**src/design/hcm_pkg.sv**
```systemverilog
// Shared types and constants for the HSV cone colour mask unit.
// No dependencies; hcm_front, hcm_back and the top level import this package.
package hcm_pkg;

  localparam int REG_W     = 24;
  localparam int CFG_IDX_W = 3;
  localparam int CHAN_W    = 8;
  localparam int QUOT_W    = 8;
  localparam int HNUM_W    = 17;
  localparam int HDEN_W    = 9;
  localparam int SNUM_W    = 16;

  localparam logic [CFG_IDX_W-1:0] IDX_YELLOW_LOW   = 3'd0;
  localparam logic [CFG_IDX_W-1:0] IDX_YELLOW_HIGH  = 3'd1;
  localparam logic [CFG_IDX_W-1:0] IDX_BLUE_LOW     = 3'd2;
  localparam logic [CFG_IDX_W-1:0] IDX_BLUE_HIGH    = 3'd3;
  localparam logic [CFG_IDX_W-1:0] IDX_REFLECT_LOW  = 3'd4;
  localparam logic [CFG_IDX_W-1:0] IDX_REFLECT_HIGH = 3'd5;

  localparam logic [REG_W-1:0] RST_YELLOW_LOW   = 24'h14647C;
  localparam logic [REG_W-1:0] RST_YELLOW_HIGH  = 24'h2DEBFF;
  localparam logic [REG_W-1:0] RST_BLUE_LOW     = 24'h6D4434;
  localparam logic [REG_W-1:0] RST_BLUE_HIGH    = 24'h87FAFF;
  localparam logic [REG_W-1:0] RST_REFLECT_LOW  = 24'h003200;
  localparam logic [REG_W-1:0] RST_REFLECT_HIGH = 24'hB350FF;

  localparam logic [QUOT_W-1:0] HUE_WRAP = 8'd180;

  typedef struct packed {
    logic [HNUM_W-1:0] hue_num;
    logic [HDEN_W-1:0] hue_den;
    logic [SNUM_W-1:0] sat_num;
    logic [CHAN_W-1:0] sat_den;
    logic [CHAN_W-1:0] val;
  } hcm_item_t;

  typedef struct packed {
    logic [CHAN_W-1:0] hue;
    logic [CHAN_W-1:0] sat;
    logic [CHAN_W-1:0] val;
    logic              yellow;
    logic              blue;
  } hcm_result_t;

  typedef struct packed {
    logic [REG_W-1:0] yellow_low;
    logic [REG_W-1:0] yellow_high;
    logic [REG_W-1:0] blue_low;
    logic [REG_W-1:0] blue_high;
    logic [REG_W-1:0] reflect_low;
    logic [REG_W-1:0] reflect_high;
  } hcm_cfg_t;

endpackage

```
**src/design/hcm_fifo.sv**
```systemverilog
// Small register-based first-in first-out queue of generic width and depth.
// Depends on nothing; used between the front and back and at the result side.
module hcm_fifo #(
  parameter int WIDTH = 8,
  parameter int DEPTH = 4
) (
  input  logic             clk_i,
  input  logic             rst_ni,
  input  logic             push_i,
  input  logic [WIDTH-1:0] wdata_i,
  output logic             full_o,
  input  logic             pop_i,
  output logic [WIDTH-1:0] rdata_o,
  output logic             empty_o
);
  localparam int PtrW = (DEPTH > 1) ? $clog2(DEPTH) : 1;
  localparam int CntW = $clog2(DEPTH + 1);

  logic [WIDTH-1:0] mem_q [DEPTH];
  logic [PtrW-1:0]  wr_ptr_q, wr_ptr_d, rd_ptr_q, rd_ptr_d;
  logic [CntW-1:0]  cnt_q, cnt_d;
  logic             do_push, do_pop;

  assign full_o  = (cnt_q == CntW'(DEPTH));
  assign empty_o = (cnt_q == '0);
  assign do_push = push_i && !full_o;
  assign do_pop  = pop_i && !empty_o;
  assign rdata_o = mem_q[rd_ptr_q];

  always_comb begin
    wr_ptr_d = wr_ptr_q;
    rd_ptr_d = rd_ptr_q;
    cnt_d    = cnt_q;
    if (do_push) begin
      wr_ptr_d = (wr_ptr_q == PtrW'(DEPTH - 1)) ? '0 : wr_ptr_q + 1'b1;
    end
    if (do_pop) begin
      rd_ptr_d = (rd_ptr_q == PtrW'(DEPTH - 1)) ? '0 : rd_ptr_q + 1'b1;
    end
    if (do_push && !do_pop) begin
      cnt_d = cnt_q + 1'b1;
    end else if (do_pop && !do_push) begin
      cnt_d = cnt_q - 1'b1;
    end
  end

  always_ff @(posedge clk_i or negedge rst_ni) begin
    if (!rst_ni) begin
      wr_ptr_q <= '0;
      rd_ptr_q <= '0;
      cnt_q    <= '0;
    end else begin
      wr_ptr_q <= wr_ptr_d;
      rd_ptr_q <= rd_ptr_d;
      cnt_q    <= cnt_d;
    end
  end

  always_ff @(posedge clk_i) begin
    if (do_push) begin
      mem_q[wr_ptr_q] <= wdata_i;
    end
  end

endmodule

```
**src/design/hcm_front.sv**
```systemverilog
// Front end: accepts a pixel, finds max, min and the hue sector, and forms
// the numerators and divisors for hue and saturation. Depends on hcm_pkg.
module hcm_front (
  input  logic                      clk_i,
  input  logic                      rst_ni,
  input  logic                      push_i,
  output logic                      full_o,
  input  logic [7:0]                blue_i,
  input  logic [7:0]                green_i,
  input  logic [7:0]                red_i,
  input  logic                      stall_i,
  output logic                      vld_o,
  output hcm_pkg::hcm_item_t        item_o
);
  import hcm_pkg::*;

  logic              vld_q, vld_d;
  hcm_item_t         item_q, item_d;
  logic              accept, hand_off;
  logic [CHAN_W-1:0] mx, mn, d;
  logic [10:0]       d6, t;

  assign hand_off = vld_q && !stall_i;
  assign full_o   = vld_q && stall_i;
  assign accept   = push_i && !full_o;
  assign vld_o    = vld_q;
  assign item_o   = item_q;

  always_comb begin
    mx = red_i;
    mn = red_i;
    if (green_i > mx) begin
      mx = green_i;
    end
    if (blue_i > mx) begin
      mx = blue_i;
    end
    if (green_i < mn) begin
      mn = green_i;
    end
    if (blue_i < mn) begin
      mn = blue_i;
    end
    d  = mx - mn;
    d6 = {2'b0, d, 1'b0} + {1'b0, d, 2'b0};
    priority if (mx == red_i) begin
      if (green_i >= blue_i) begin
        t = {3'b0, green_i} - {3'b0, blue_i};
      end else begin
        t = d6 - ({3'b0, blue_i} - {3'b0, green_i});
      end
    end else if (mx == green_i) begin
      t = {3'b0, blue_i} + {2'b0, d, 1'b0} - {3'b0, red_i};
    end else begin
      t = {3'b0, red_i} + {1'b0, d, 2'b0} - {3'b0, green_i};
    end
    item_d.hue_num = {t, 6'b0} - {4'b0, t, 2'b0} + {9'b0, d};
    item_d.hue_den = (d == '0) ? HDEN_W'(1) : {d, 1'b0};
    item_d.sat_num = {d, 8'b0} - {8'b0, d} + {9'b0, mx[7:1]};
    item_d.sat_den = (mx == '0) ? CHAN_W'(1) : mx;
    item_d.val     = mx;
  end

  always_comb begin
    vld_d = vld_q;
    if (accept) begin
      vld_d = 1'b1;
    end else if (hand_off) begin
      vld_d = 1'b0;
    end
  end

  always_ff @(posedge clk_i or negedge rst_ni) begin
    if (!rst_ni) begin
      vld_q <= 1'b0;
    end else begin
      vld_q <= vld_d;
    end
  end

  always_ff @(posedge clk_i) begin
    if (accept) begin
      item_q <= item_d;
    end
  end

endmodule

```
**src/design/hcm_back.sv**
```systemverilog
// Back end: pipelined restoring division for hue and saturation, the three
// box tests and the result queue. Depends on hcm_pkg and hcm_fifo.
module hcm_back #(
  parameter int OUT_DEPTH = 16
) (
  input  logic                 clk_i,
  input  logic                 rst_ni,
  input  hcm_pkg::hcm_cfg_t    cfg_i,
  input  logic                 mid_empty_i,
  input  hcm_pkg::hcm_item_t   mid_item_i,
  output logic                 mid_pop_o,
  output logic                 empty_o,
  input  logic                 pop_i,
  output hcm_pkg::hcm_result_t res_o
);
  import hcm_pkg::*;

  localparam int NStages = QUOT_W;
  localparam int CntW    = $clog2(OUT_DEPTH + 1);

  typedef struct packed {
    logic [HNUM_W-1:0] hue_rem;
    logic [HDEN_W-1:0] hue_den;
    logic [QUOT_W-1:0] hue_q;
    logic [SNUM_W-1:0] sat_rem;
    logic [CHAN_W-1:0] sat_den;
    logic [QUOT_W-1:0] sat_q;
    logic [CHAN_W-1:0] val;
  } div_t;

  function automatic logic in_box(logic [REG_W-1:0] lo, logic [REG_W-1:0] hi,
                                  logic [CHAN_W-1:0] h, logic [CHAN_W-1:0] s,
                                  logic [CHAN_W-1:0] v);
    return (h >= lo[23:16]) && (h <= hi[23:16]) &&
           (s >= lo[15:8])  && (s <= hi[15:8])  &&
           (v >= lo[7:0])   && (v <= hi[7:0]);
  endfunction

  div_t              st_q [NStages+1];
  div_t              st_d [NStages+1];
  logic [NStages:0]  vld_q;
  logic [CntW-1:0]   cnt_q, cnt_d;
  logic              issue, out_pop, out_full, out_push;
  logic [HNUM_W-1:0] hue_sub;
  logic [SNUM_W-1:0] sat_sub;
  hcm_result_t       res_d;
  logic              yel, blu, refl;

  assign issue     = !mid_empty_i && (cnt_q < CntW'(OUT_DEPTH));
  assign mid_pop_o = issue;
  assign out_pop   = pop_i && !empty_o;
  assign out_push  = vld_q[NStages] && !out_full;

  always_comb begin
    st_d[0].hue_rem = mid_item_i.hue_num;
    st_d[0].hue_den = mid_item_i.hue_den;
    st_d[0].hue_q   = '0;
    st_d[0].sat_rem = mid_item_i.sat_num;
    st_d[0].sat_den = mid_item_i.sat_den;
    st_d[0].sat_q   = '0;
    st_d[0].val     = mid_item_i.val;
    hue_sub = '0;
    sat_sub = '0;
    for (int k = 0; k < NStages; k++) begin
      st_d[k+1] = st_q[k];
      hue_sub = HNUM_W'({{(HNUM_W-HDEN_W){1'b0}}, st_q[k].hue_den} << (NStages-1-k));
      sat_sub = SNUM_W'({{(SNUM_W-CHAN_W){1'b0}}, st_q[k].sat_den} << (NStages-1-k));
      if (st_q[k].hue_rem >= hue_sub) begin
        st_d[k+1].hue_rem = st_q[k].hue_rem - hue_sub;
        st_d[k+1].hue_q   = {st_q[k].hue_q[QUOT_W-2:0], 1'b1};
      end else begin
        st_d[k+1].hue_q   = {st_q[k].hue_q[QUOT_W-2:0], 1'b0};
      end
      if (st_q[k].sat_rem >= sat_sub) begin
        st_d[k+1].sat_rem = st_q[k].sat_rem - sat_sub;
        st_d[k+1].sat_q   = {st_q[k].sat_q[QUOT_W-2:0], 1'b1};
      end else begin
        st_d[k+1].sat_q   = {st_q[k].sat_q[QUOT_W-2:0], 1'b0};
      end
    end
  end

  always_comb begin
    res_d.hue = (st_q[NStages].hue_q == HUE_WRAP) ? '0 : st_q[NStages].hue_q;
    res_d.sat = st_q[NStages].sat_q;
    res_d.val = st_q[NStages].val;
    yel  = in_box(cfg_i.yellow_low, cfg_i.yellow_high, res_d.hue, res_d.sat, res_d.val);
    blu  = in_box(cfg_i.blue_low, cfg_i.blue_high, res_d.hue, res_d.sat, res_d.val);
    refl = in_box(cfg_i.reflect_low, cfg_i.reflect_high, res_d.hue, res_d.sat, res_d.val);
    res_d.yellow = yel;
    res_d.blue   = blu && !refl;
  end

  always_comb begin
    cnt_d = cnt_q;
    if (issue && !out_pop) begin
      cnt_d = cnt_q + 1'b1;
    end else if (out_pop && !issue) begin
      cnt_d = cnt_q - 1'b1;
    end
  end

  always_ff @(posedge clk_i or negedge rst_ni) begin
    if (!rst_ni) begin
      vld_q <= '0;
      cnt_q <= '0;
    end else begin
      vld_q <= {vld_q[NStages-1:0], issue};
      cnt_q <= cnt_d;
    end
  end

  always_ff @(posedge clk_i) begin
    for (int k = 0; k <= NStages; k++) begin
      st_q[k] <= st_d[k];
    end
  end

  hcm_fifo #(
    .WIDTH($bits(hcm_result_t)),
    .DEPTH(OUT_DEPTH)
  ) u_out_fifo (
    .clk_i  (clk_i),
    .rst_ni (rst_ni),
    .push_i (out_push),
    .wdata_i(res_d),
    .full_o (out_full),
    .pop_i  (pop_i),
    .rdata_o(res_o),
    .empty_o(empty_o)
  );

endmodule

```
**src/design/hsv_cone_colour_mask_unit.sv**
```systemverilog
// Top level of the HSV cone colour mask unit: configuration registers, front
// end, mid queue and back end. Depends on hcm_pkg, hcm_front, hcm_fifo, hcm_back.
//
// Each beat pushed in is one BGR pixel; each beat popped out gives its hue
// (half degrees), saturation, value and the yellow and blue masks, in order.
// The unit takes one pixel every cycle and delivers one result every cycle
// for as long as results are popped. From push, a pixel passes the front
// register, the mid queue, the divider input register and the stages of the
// one-bit-per-stage divider for hue and saturation, and then enters the result
// queue. The result queue of OUT_DEPTH entries holds all pixels in flight, so
// a stalled consumer never loses one.
// The box bounds are read as they stand and should be written only while idle.
module hsv_cone_colour_mask_unit #(
  parameter int MID_DEPTH = 4,
  parameter int OUT_DEPTH = 16
) (
  input  logic       clk_i,
  input  logic       rst_ni,
  input  logic       push,
  output logic       full,
  input  logic [7:0] blue_in_i,
  input  logic [7:0] green_in_i,
  input  logic [7:0] red_in_i,
  output logic       empty,
  input  logic       pop,
  output logic [7:0] hue_out_o,
  output logic [7:0] sat_out_o,
  output logic [7:0] val_out_o,
  output logic       yellow_mask_o,
  output logic       blue_mask_o,
  input  logic       cfg_we_i,
  input  logic [hcm_pkg::CFG_IDX_W-1:0] cfg_idx_i,
  input  logic [hcm_pkg::REG_W-1:0]     cfg_data_i
);
  import hcm_pkg::*;

  hcm_cfg_t    cfg_q;
  hcm_item_t   front_item, mid_item;
  hcm_result_t res;
  logic        front_vld, mid_full, mid_empty, mid_pop;

  always_ff @(posedge clk_i or negedge rst_ni) begin
    if (!rst_ni) begin
      cfg_q.yellow_low   <= RST_YELLOW_LOW;
      cfg_q.yellow_high  <= RST_YELLOW_HIGH;
      cfg_q.blue_low     <= RST_BLUE_LOW;
      cfg_q.blue_high    <= RST_BLUE_HIGH;
      cfg_q.reflect_low  <= RST_REFLECT_LOW;
      cfg_q.reflect_high <= RST_REFLECT_HIGH;
    end else if (cfg_we_i) begin
      unique case (cfg_idx_i)
        IDX_YELLOW_LOW:   cfg_q.yellow_low   <= cfg_data_i;
        IDX_YELLOW_HIGH:  cfg_q.yellow_high  <= cfg_data_i;
        IDX_BLUE_LOW:     cfg_q.blue_low     <= cfg_data_i;
        IDX_BLUE_HIGH:    cfg_q.blue_high    <= cfg_data_i;
        IDX_REFLECT_LOW:  cfg_q.reflect_low  <= cfg_data_i;
        IDX_REFLECT_HIGH: cfg_q.reflect_high <= cfg_data_i;
        default: begin
          cfg_q <= cfg_q;
        end
      endcase
    end
  end

  hcm_front u_front (
    .clk_i  (clk_i),
    .rst_ni (rst_ni),
    .push_i (push),
    .full_o (full),
    .blue_i (blue_in_i),
    .green_i(green_in_i),
    .red_i  (red_in_i),
    .stall_i(mid_full),
    .vld_o  (front_vld),
    .item_o (front_item)
  );

  hcm_fifo #(
    .WIDTH($bits(hcm_item_t)),
    .DEPTH(MID_DEPTH)
  ) u_mid_fifo (
    .clk_i  (clk_i),
    .rst_ni (rst_ni),
    .push_i (front_vld),
    .wdata_i(front_item),
    .full_o (mid_full),
    .pop_i  (mid_pop),
    .rdata_o(mid_item),
    .empty_o(mid_empty)
  );

  hcm_back #(
    .OUT_DEPTH(OUT_DEPTH)
  ) u_back (
    .clk_i      (clk_i),
    .rst_ni     (rst_ni),
    .cfg_i      (cfg_q),
    .mid_empty_i(mid_empty),
    .mid_item_i (mid_item),
    .mid_pop_o  (mid_pop),
    .empty_o    (empty),
    .pop_i      (pop),
    .res_o      (res)
  );

  assign hue_out_o     = res.hue;
  assign sat_out_o     = res.sat;
  assign val_out_o     = res.val;
  assign yellow_mask_o = res.yellow;
  assign blue_mask_o   = res.blue;

endmodule

```
**config.mk**
```make
export PLATFORM = sky130hd
export DESIGN_NAME = hsv_cone_colour_mask_unit
export DESIGN_NICKNAME = d
export VERILOG_FILES = /design/src/design/hcm_pkg.sv /design/src/design/hcm_fifo.sv /design/src/design/hcm_front.sv /design/src/design/hcm_back.sv /design/src/design/hsv_cone_colour_mask_unit.sv
export SDC_FILE = /design/constraint.sdc
export NUM_CORES = 2
export LEC_CHECK = 0
export BUFFER_PORTS_ARGS = -buffer_cell sky130_fd_sc_hd__buf_2
export CAP_MARGIN = 15
export CORE_MARGIN = 5
export CORE_UTILIZATION = 40
export CTS_CLUSTER_SIZE = 14
export DETAILED_ROUTE_END_ITERATION = 10
export HOLD_SLACK_MARGIN = 0.12
export SETUP_SLACK_MARGIN = 0.02
export SYNTH_ARGS = -nofsm -noshare
export SYNTH_HDL_FRONTEND = slang
export SYNTH_SLANG_ARGS = --single-unit
```
**constraint.sdc**
```tcl
create_clock -name clk_i -period 6.15 [get_ports clk_i]
set_clock_uncertainty 0.2 [all_clocks]
set_input_delay 0.3075 -clock clk_i [delete_from_list [all_inputs] [get_ports clk_i]]
set_output_delay 0.3075 -clock clk_i [all_outputs]
set_load 0.03 [all_outputs]
```
After elaboration in Yosys (flattened, before gate mapping) --
Memory sizes are Yosys's and may differ from the RTL's. Index checks and enable logic that the tools add are counted.
Storage, ports and cells: bits in registers 237, memory bits (writable) 1314, memories kept 3
Memory list:
- u_back.st_q | words 9, bits a word 74, rd ports 9, clocked after Yosys merged registers in 0, wr ports 9, RTL line hcm_back.sv:39 | div_t st_q [NStages+1];
- u_back.u_out_fifo.mem_q | words 16, bits a word 26, rd ports 1, clocked after Yosys merged registers in 0, wr ports 1, RTL line hcm_fifo.sv:19 | logic [WIDTH-1:0] mem_q [DEPTH];
- u_mid_fifo.mem_q | words 4, bits a word 58, rd ports 1, clocked after Yosys merged registers in 0, wr ports 1, RTL line hcm_fifo.sv:19
Cells by class: add/subtract/negate cells 39, magnitude comparators 40, equality and inequality tests 14, mux-type cells 57, reductions and logical operators 56
Operator list (number):
- $mux W17 | 8
- $mux W16 | 8
- $ge A8 B8 Y1 | 10
- $le A8 B8 Y1 | 9
- $mux W8 | 5
- $sub A17 B13 Y17 | 2
- $mux W11 | 3
- $sub A16 B8 Y16 | 2
- $logic_and A1 B1 Y1 | 30
- $mux W1 | 23
- $sub A11 B8 Y11 | 2
- $mux W5 | 4
- $sub A8 B8 Y9 | 2
- $add A17 B8 Y17 | 1
- $ge A17 B10 Y1 | 1
- $ge A17 B11 Y1 | 1
- $ge A17 B12 Y1 | 1
- $ge A17 B13 Y1 | 1
- $ge A17 B14 Y1 | 1
- $ge A17 B15 Y1 | 1
- $ge A17 B16 Y1 | 1
- $ge A17 B9 Y1 | 1
- $sub A17 B10 Y17 | 1
- $sub A17 B11 Y17 | 1
- other kinds (52) | 87

Longest topological paths before layout --
depth in word-level cells 11, mapped depth 54

Hierarchy --
From an unflattened synthesis, not the netlist that was laid out.
Second synthesis, totals: cell total of the unflattened synthesis 4646, area total of the unflattened synthesis 62446.1 um2
Modules (own cells, without submodules):
- hcm_back | instances 1, cells an instance 2329, area each 23337.4 um2
- hcm_fifo (u_back.u_out_fifo) | instances 1, cells an instance 824, area each 16851.2 um2
- hcm_fifo (u_mid_fifo) | instances 1, cells an instance 341, area each 8797.2 um2
- hcm_front | instances 1, cells an instance 842, area each 7677.4 um2
- hsv_cone_colour_mask_unit | instances 1, cells an instance 310, area each 5783.0 um2

Worst setup path before layout --
No wires, ideal clock.
path type input -> register, start input port green_in_i[2], end register u_front.item_q, in the netlist u_front.item_o[57] (data pin), setup time 0.258 ns, arrival time 9.545 ns, slack -3.853 ns, stages 53, path buffers 5, cells stage by stage buf_2 -> inv_1 -> ha_1 -> and2_1 -> o211a_4 -> or3_1 -> buf_6 -> nand2_1 -> buf_4 -> a21oi_1 -> ha_1 -> a211o_1 -> a2111oi_4 -> a211o_1 -> o311a_2 -> buf_6 -> buf_6 -> nor3_1 -> [17 not listed] -> a21o_1 -> a21oi_1 -> xor2_1 -> nand2_1 -> a21oi_1 -> o21ba_2 -> and2_2 -> nor2_1 -> ha_1 -> nor3_1 -> nor2_1 -> o211ai_1 -> a21boi_0 -> o21a_1 -> nor2_1 -> or2_0 -> mux2i_1 -> xnor2_1
RTL lines:
- start: declaration | RTL line hsv_cone_colour_mask_unit.sv:22 | input logic [7:0] green_in_i,
- end signal: assignment | RTL line hcm_front.sv:83 | item_q <= item_d;
- end: declaration | RTL line hcm_front.sv:18 | hcm_item_t item_q, item_d;

==> flow_summary.ini <==
[sta]
finalCriticalPeriod_ps = 8230
rsz0062_at_grt = yes
slew_headroom_pct = 20.5
fmax_mhz = 121
hold_viol = 0
finalCritPeriodShare_pct = 134
fin_setup_tns_ps = -17350
slew_viol_final = 0
setup_violations = 20
timing.final.ws_setup_ps = -2080
worstMarginPinSlew_ps = 1190

[grt]
grt-ovfl-total = 0
grt_max_degree = 106
grt_busiest_layer = met2
grtUsageTotal_pct = 16.6
grtUsageMet3_pct = 2.42
grt_pass1_wl_um = 213000
use_met1_pct = 22.2
antenna_found_initial = 3
grt.met2_usage_pct = 28.2
grt_pass1_vias = 38200

[route]
routedWlPerCell_um = 18.2
drt_iter0_drc = 2245
avgViaCountPerCell = 5.01
ant_nets = 0
num_vias = 37200
wl_um = 135000
dr.pass1.iters = 5
route.detailed.drc = 0

[placed_design]
placedInstanceArea_sq_mm = 0.0667
place_congestion = 0.899
hpwl_um = 90900
io_buffer_count = 83
dp_cells = 7053

[floorplanning]
std_cell_rows = 143
ioPinCount = 84
core_region_area_sq_mm = 0.152
die_h_um = 401
initial_core_util_pct = 40.2
die-area_sq_mm = 0.161
die_w_um = 401

[clock_network]
htreeDepth = 4
clk_pin_slew_ps = 60
clockRootBuffer = clkbuf_16
clk_latency_ps = 740
cts_tree = done
cts_num_sinks = 1429
cts_buffers = 146
cts_buffer_depth = 3

[setup_path]
r2r_cells = 14
cp_slowest_cell = fa_2
path_class = input port to register
timing.rr.start = u_back.st_q[0][592]
cp-start-kind = input port
critical_path_buf_inv_count = 9
cp.required_ps = 6430
endpoint = u_front.item_o[57]
critPathTopFamily = compound AO/OA/AOI/OAI gates
r2r_slack_ps = 1820
rr_endpoint = u_back.u_out_fifo.mem_q[4][0]
cp.arrival_ps = 8510
path_depth = 51
critPathLaunch = green_in_i[6]
end_kind = register
path_max_fanout = 4
slowest_delay_ps = 400

[yosys]
synthCells = 4744
synth_edf_count = 706
syn_nets = 5258
async_flop_share_pct = 12.5
avgSynthCellArea_sq_um = 12.9
synth-seq-cells = 1429
netlist_area_sq_mm = 0.0611
yosysWarnings = 0
yosysUniqueCellTypes = 98
synth.yosys.seq_area_share_pct = 60.0
ys.flop_type = edfxtp_1

[outcome]
failed_checks = negative setup slack
status = finished with violations

[worst_hold_path]
min_from = u_back.st_q[0][75]
hold_path.class = register to register

[layout]
instances_no_fill = 7433
final_cell_area_sq_mm = 0.0734
final_cell_mix = 706 x edfxtp_1, 544 x dfxtp_1, 398 x inv_1
n_antenna_cell = 0
syn_to_final_growth_pct = 20.1
layout-drive-gt1-share_pct = 22.6
layout_commonest_cell = edfxtp_1
nets = 5798

[run]
maxCapViolCount = 0
[kinds of logic after synthesis]
kind of cell	synth area share (%)
xor+xnor	2.99
flops	60.0
compound gates	8.95
buf+inv	3.55
simple gates	7.25
fa+ha+maj	9.91
mux	7.38
[stage by stage]
step	util (%)	worst slack, ps	hold WS, ps
floorplan	-	-3120	-188
global placement	43.9	-3150	110
detailed placement	43.9	-3260	112
CTS	48.0	-2040	121
global route	48.3	-2460	128
finish	48.3	-2080	119
[worst min path at each step]
stage	to	slack [ps]	depth (start not counted)
global route	u_back.st_q[0][226]	130	0
floorplan	cfg_q[106]	-190	0
finish	u_back.st_q[0][149]	120	0
CTS	u_back.st_q[0][487]	120	0
detailed placement	u_back.st_q[0][370]	110	0
global placement	u_back.st_q[0][454]	110	0
[area by class of cell]
type	instances	area, sq um
clock buffer	207	4190
clock inverter	60	592
fill	13200	78500
inverter	425	1610
multi-input combinational	2755	23700
sequential	1429	36700
tap	2030	2540
timing repair buffer	527	4090
[synth_stat cells (5+ instances only)]
cell,count,share of area [%]
and3_1,17,0.17
edfxtp_1,706,35
o31ai_1,12,0.15
o21bai_1,14,0.17
xor2_1,73,1.0
a22oi_1,28,0.34
or4_1,10,0.12
xnor2_1,136,1.9
dfstp_2,74,3.2
a21o_1,113,1.4
a221oi_1,29,0.42
o21ai_0,317,2.6
or3_1,5,0.051
ha_1,417,8.5
dfrtp_1,105,4.3
dfxtp_1,544,18
a21boi_0,9,0.11
nor4b_1,5,0.072
a211oi_1,16,0.20
nand4_1,28,0.29
nand2b_1,85,0.87
a31oi_1,6,0.061
mux2_2,92,1.7
nor2_1,193,1.2
nand3_1,38,0.31
o21ai_1,7,0.057
mux4_2,110,4.1
nor4_1,32,0.33
nor3_1,65,0.53
mux2i_1,100,1.6
clkbuf_1,102,0.63
nor2b_1,80,0.82
o211ai_1,6,0.074
and2_1,34,0.35
buf_1,22,0.14
nand2_1,262,1.6
o21a_1,14,0.17
or2_2,5,0.051
a21oi_1,261,2.1
a211o_1,7,0.10
nand4b_1,7,0.10
fa_1,41,1.3
inv_1,422,2.6
[per-layer routing]
layer / share of wire [%] / vias to the layer above
met3: 4.2 / 211
met1: 45 / 18200
met2: 48 / 684
met5: 0 / -
met4: 2.5 / 0
li1: - / 18100
[worst register-to-register path: stages (launching register included)]
cell,delay (ps)
dfxtp_1,960
inv_1,500
ha_1,420
nand2b_1,140
a21o_1,180
a21o_1,180
a21oi_1,150
nor2b_1,60
o21ai_0,150
nand2b_1,100
a21oi_1,240
nor2b_1,80
o2111ai_1,390
nor4_2,100
buf_4,210
[timing repair]
item | 4_1_cts | 5_1_grt
hold endpoints to repair | 271 | 0
hold buffers | 55 | 0
endpoints found under the setup margin | 26 | 26
pin swaps | 65 | 89
buffers inserted | 39 | 19
resized for setup | 130 | 72
[flip-flops by register name (all words and copies together), names as in the netlist, 2 cells and up]
register	count
u_back.cnt_q	5
u_mid_fifo.cnt_q	3
u_back.u_out_fifo.mem_q	416
u_back.u_out_fifo.wr_ptr_q	4
u_front.item_o	58
u_mid_fifo.rd_ptr_q	2
u_mid_fifo.mem_q	232
u_mid_fifo.wr_ptr_q	2
cfg_q	144
u_back.u_out_fifo.cnt_q	5
u_back.vld_q	9
u_back.st_q	544
u_back.u_out_fifo.rd_ptr_q	4
Power is not shown: default switching activity piles up to over one toggle a cycle in this logic, so the estimate is an artifact.
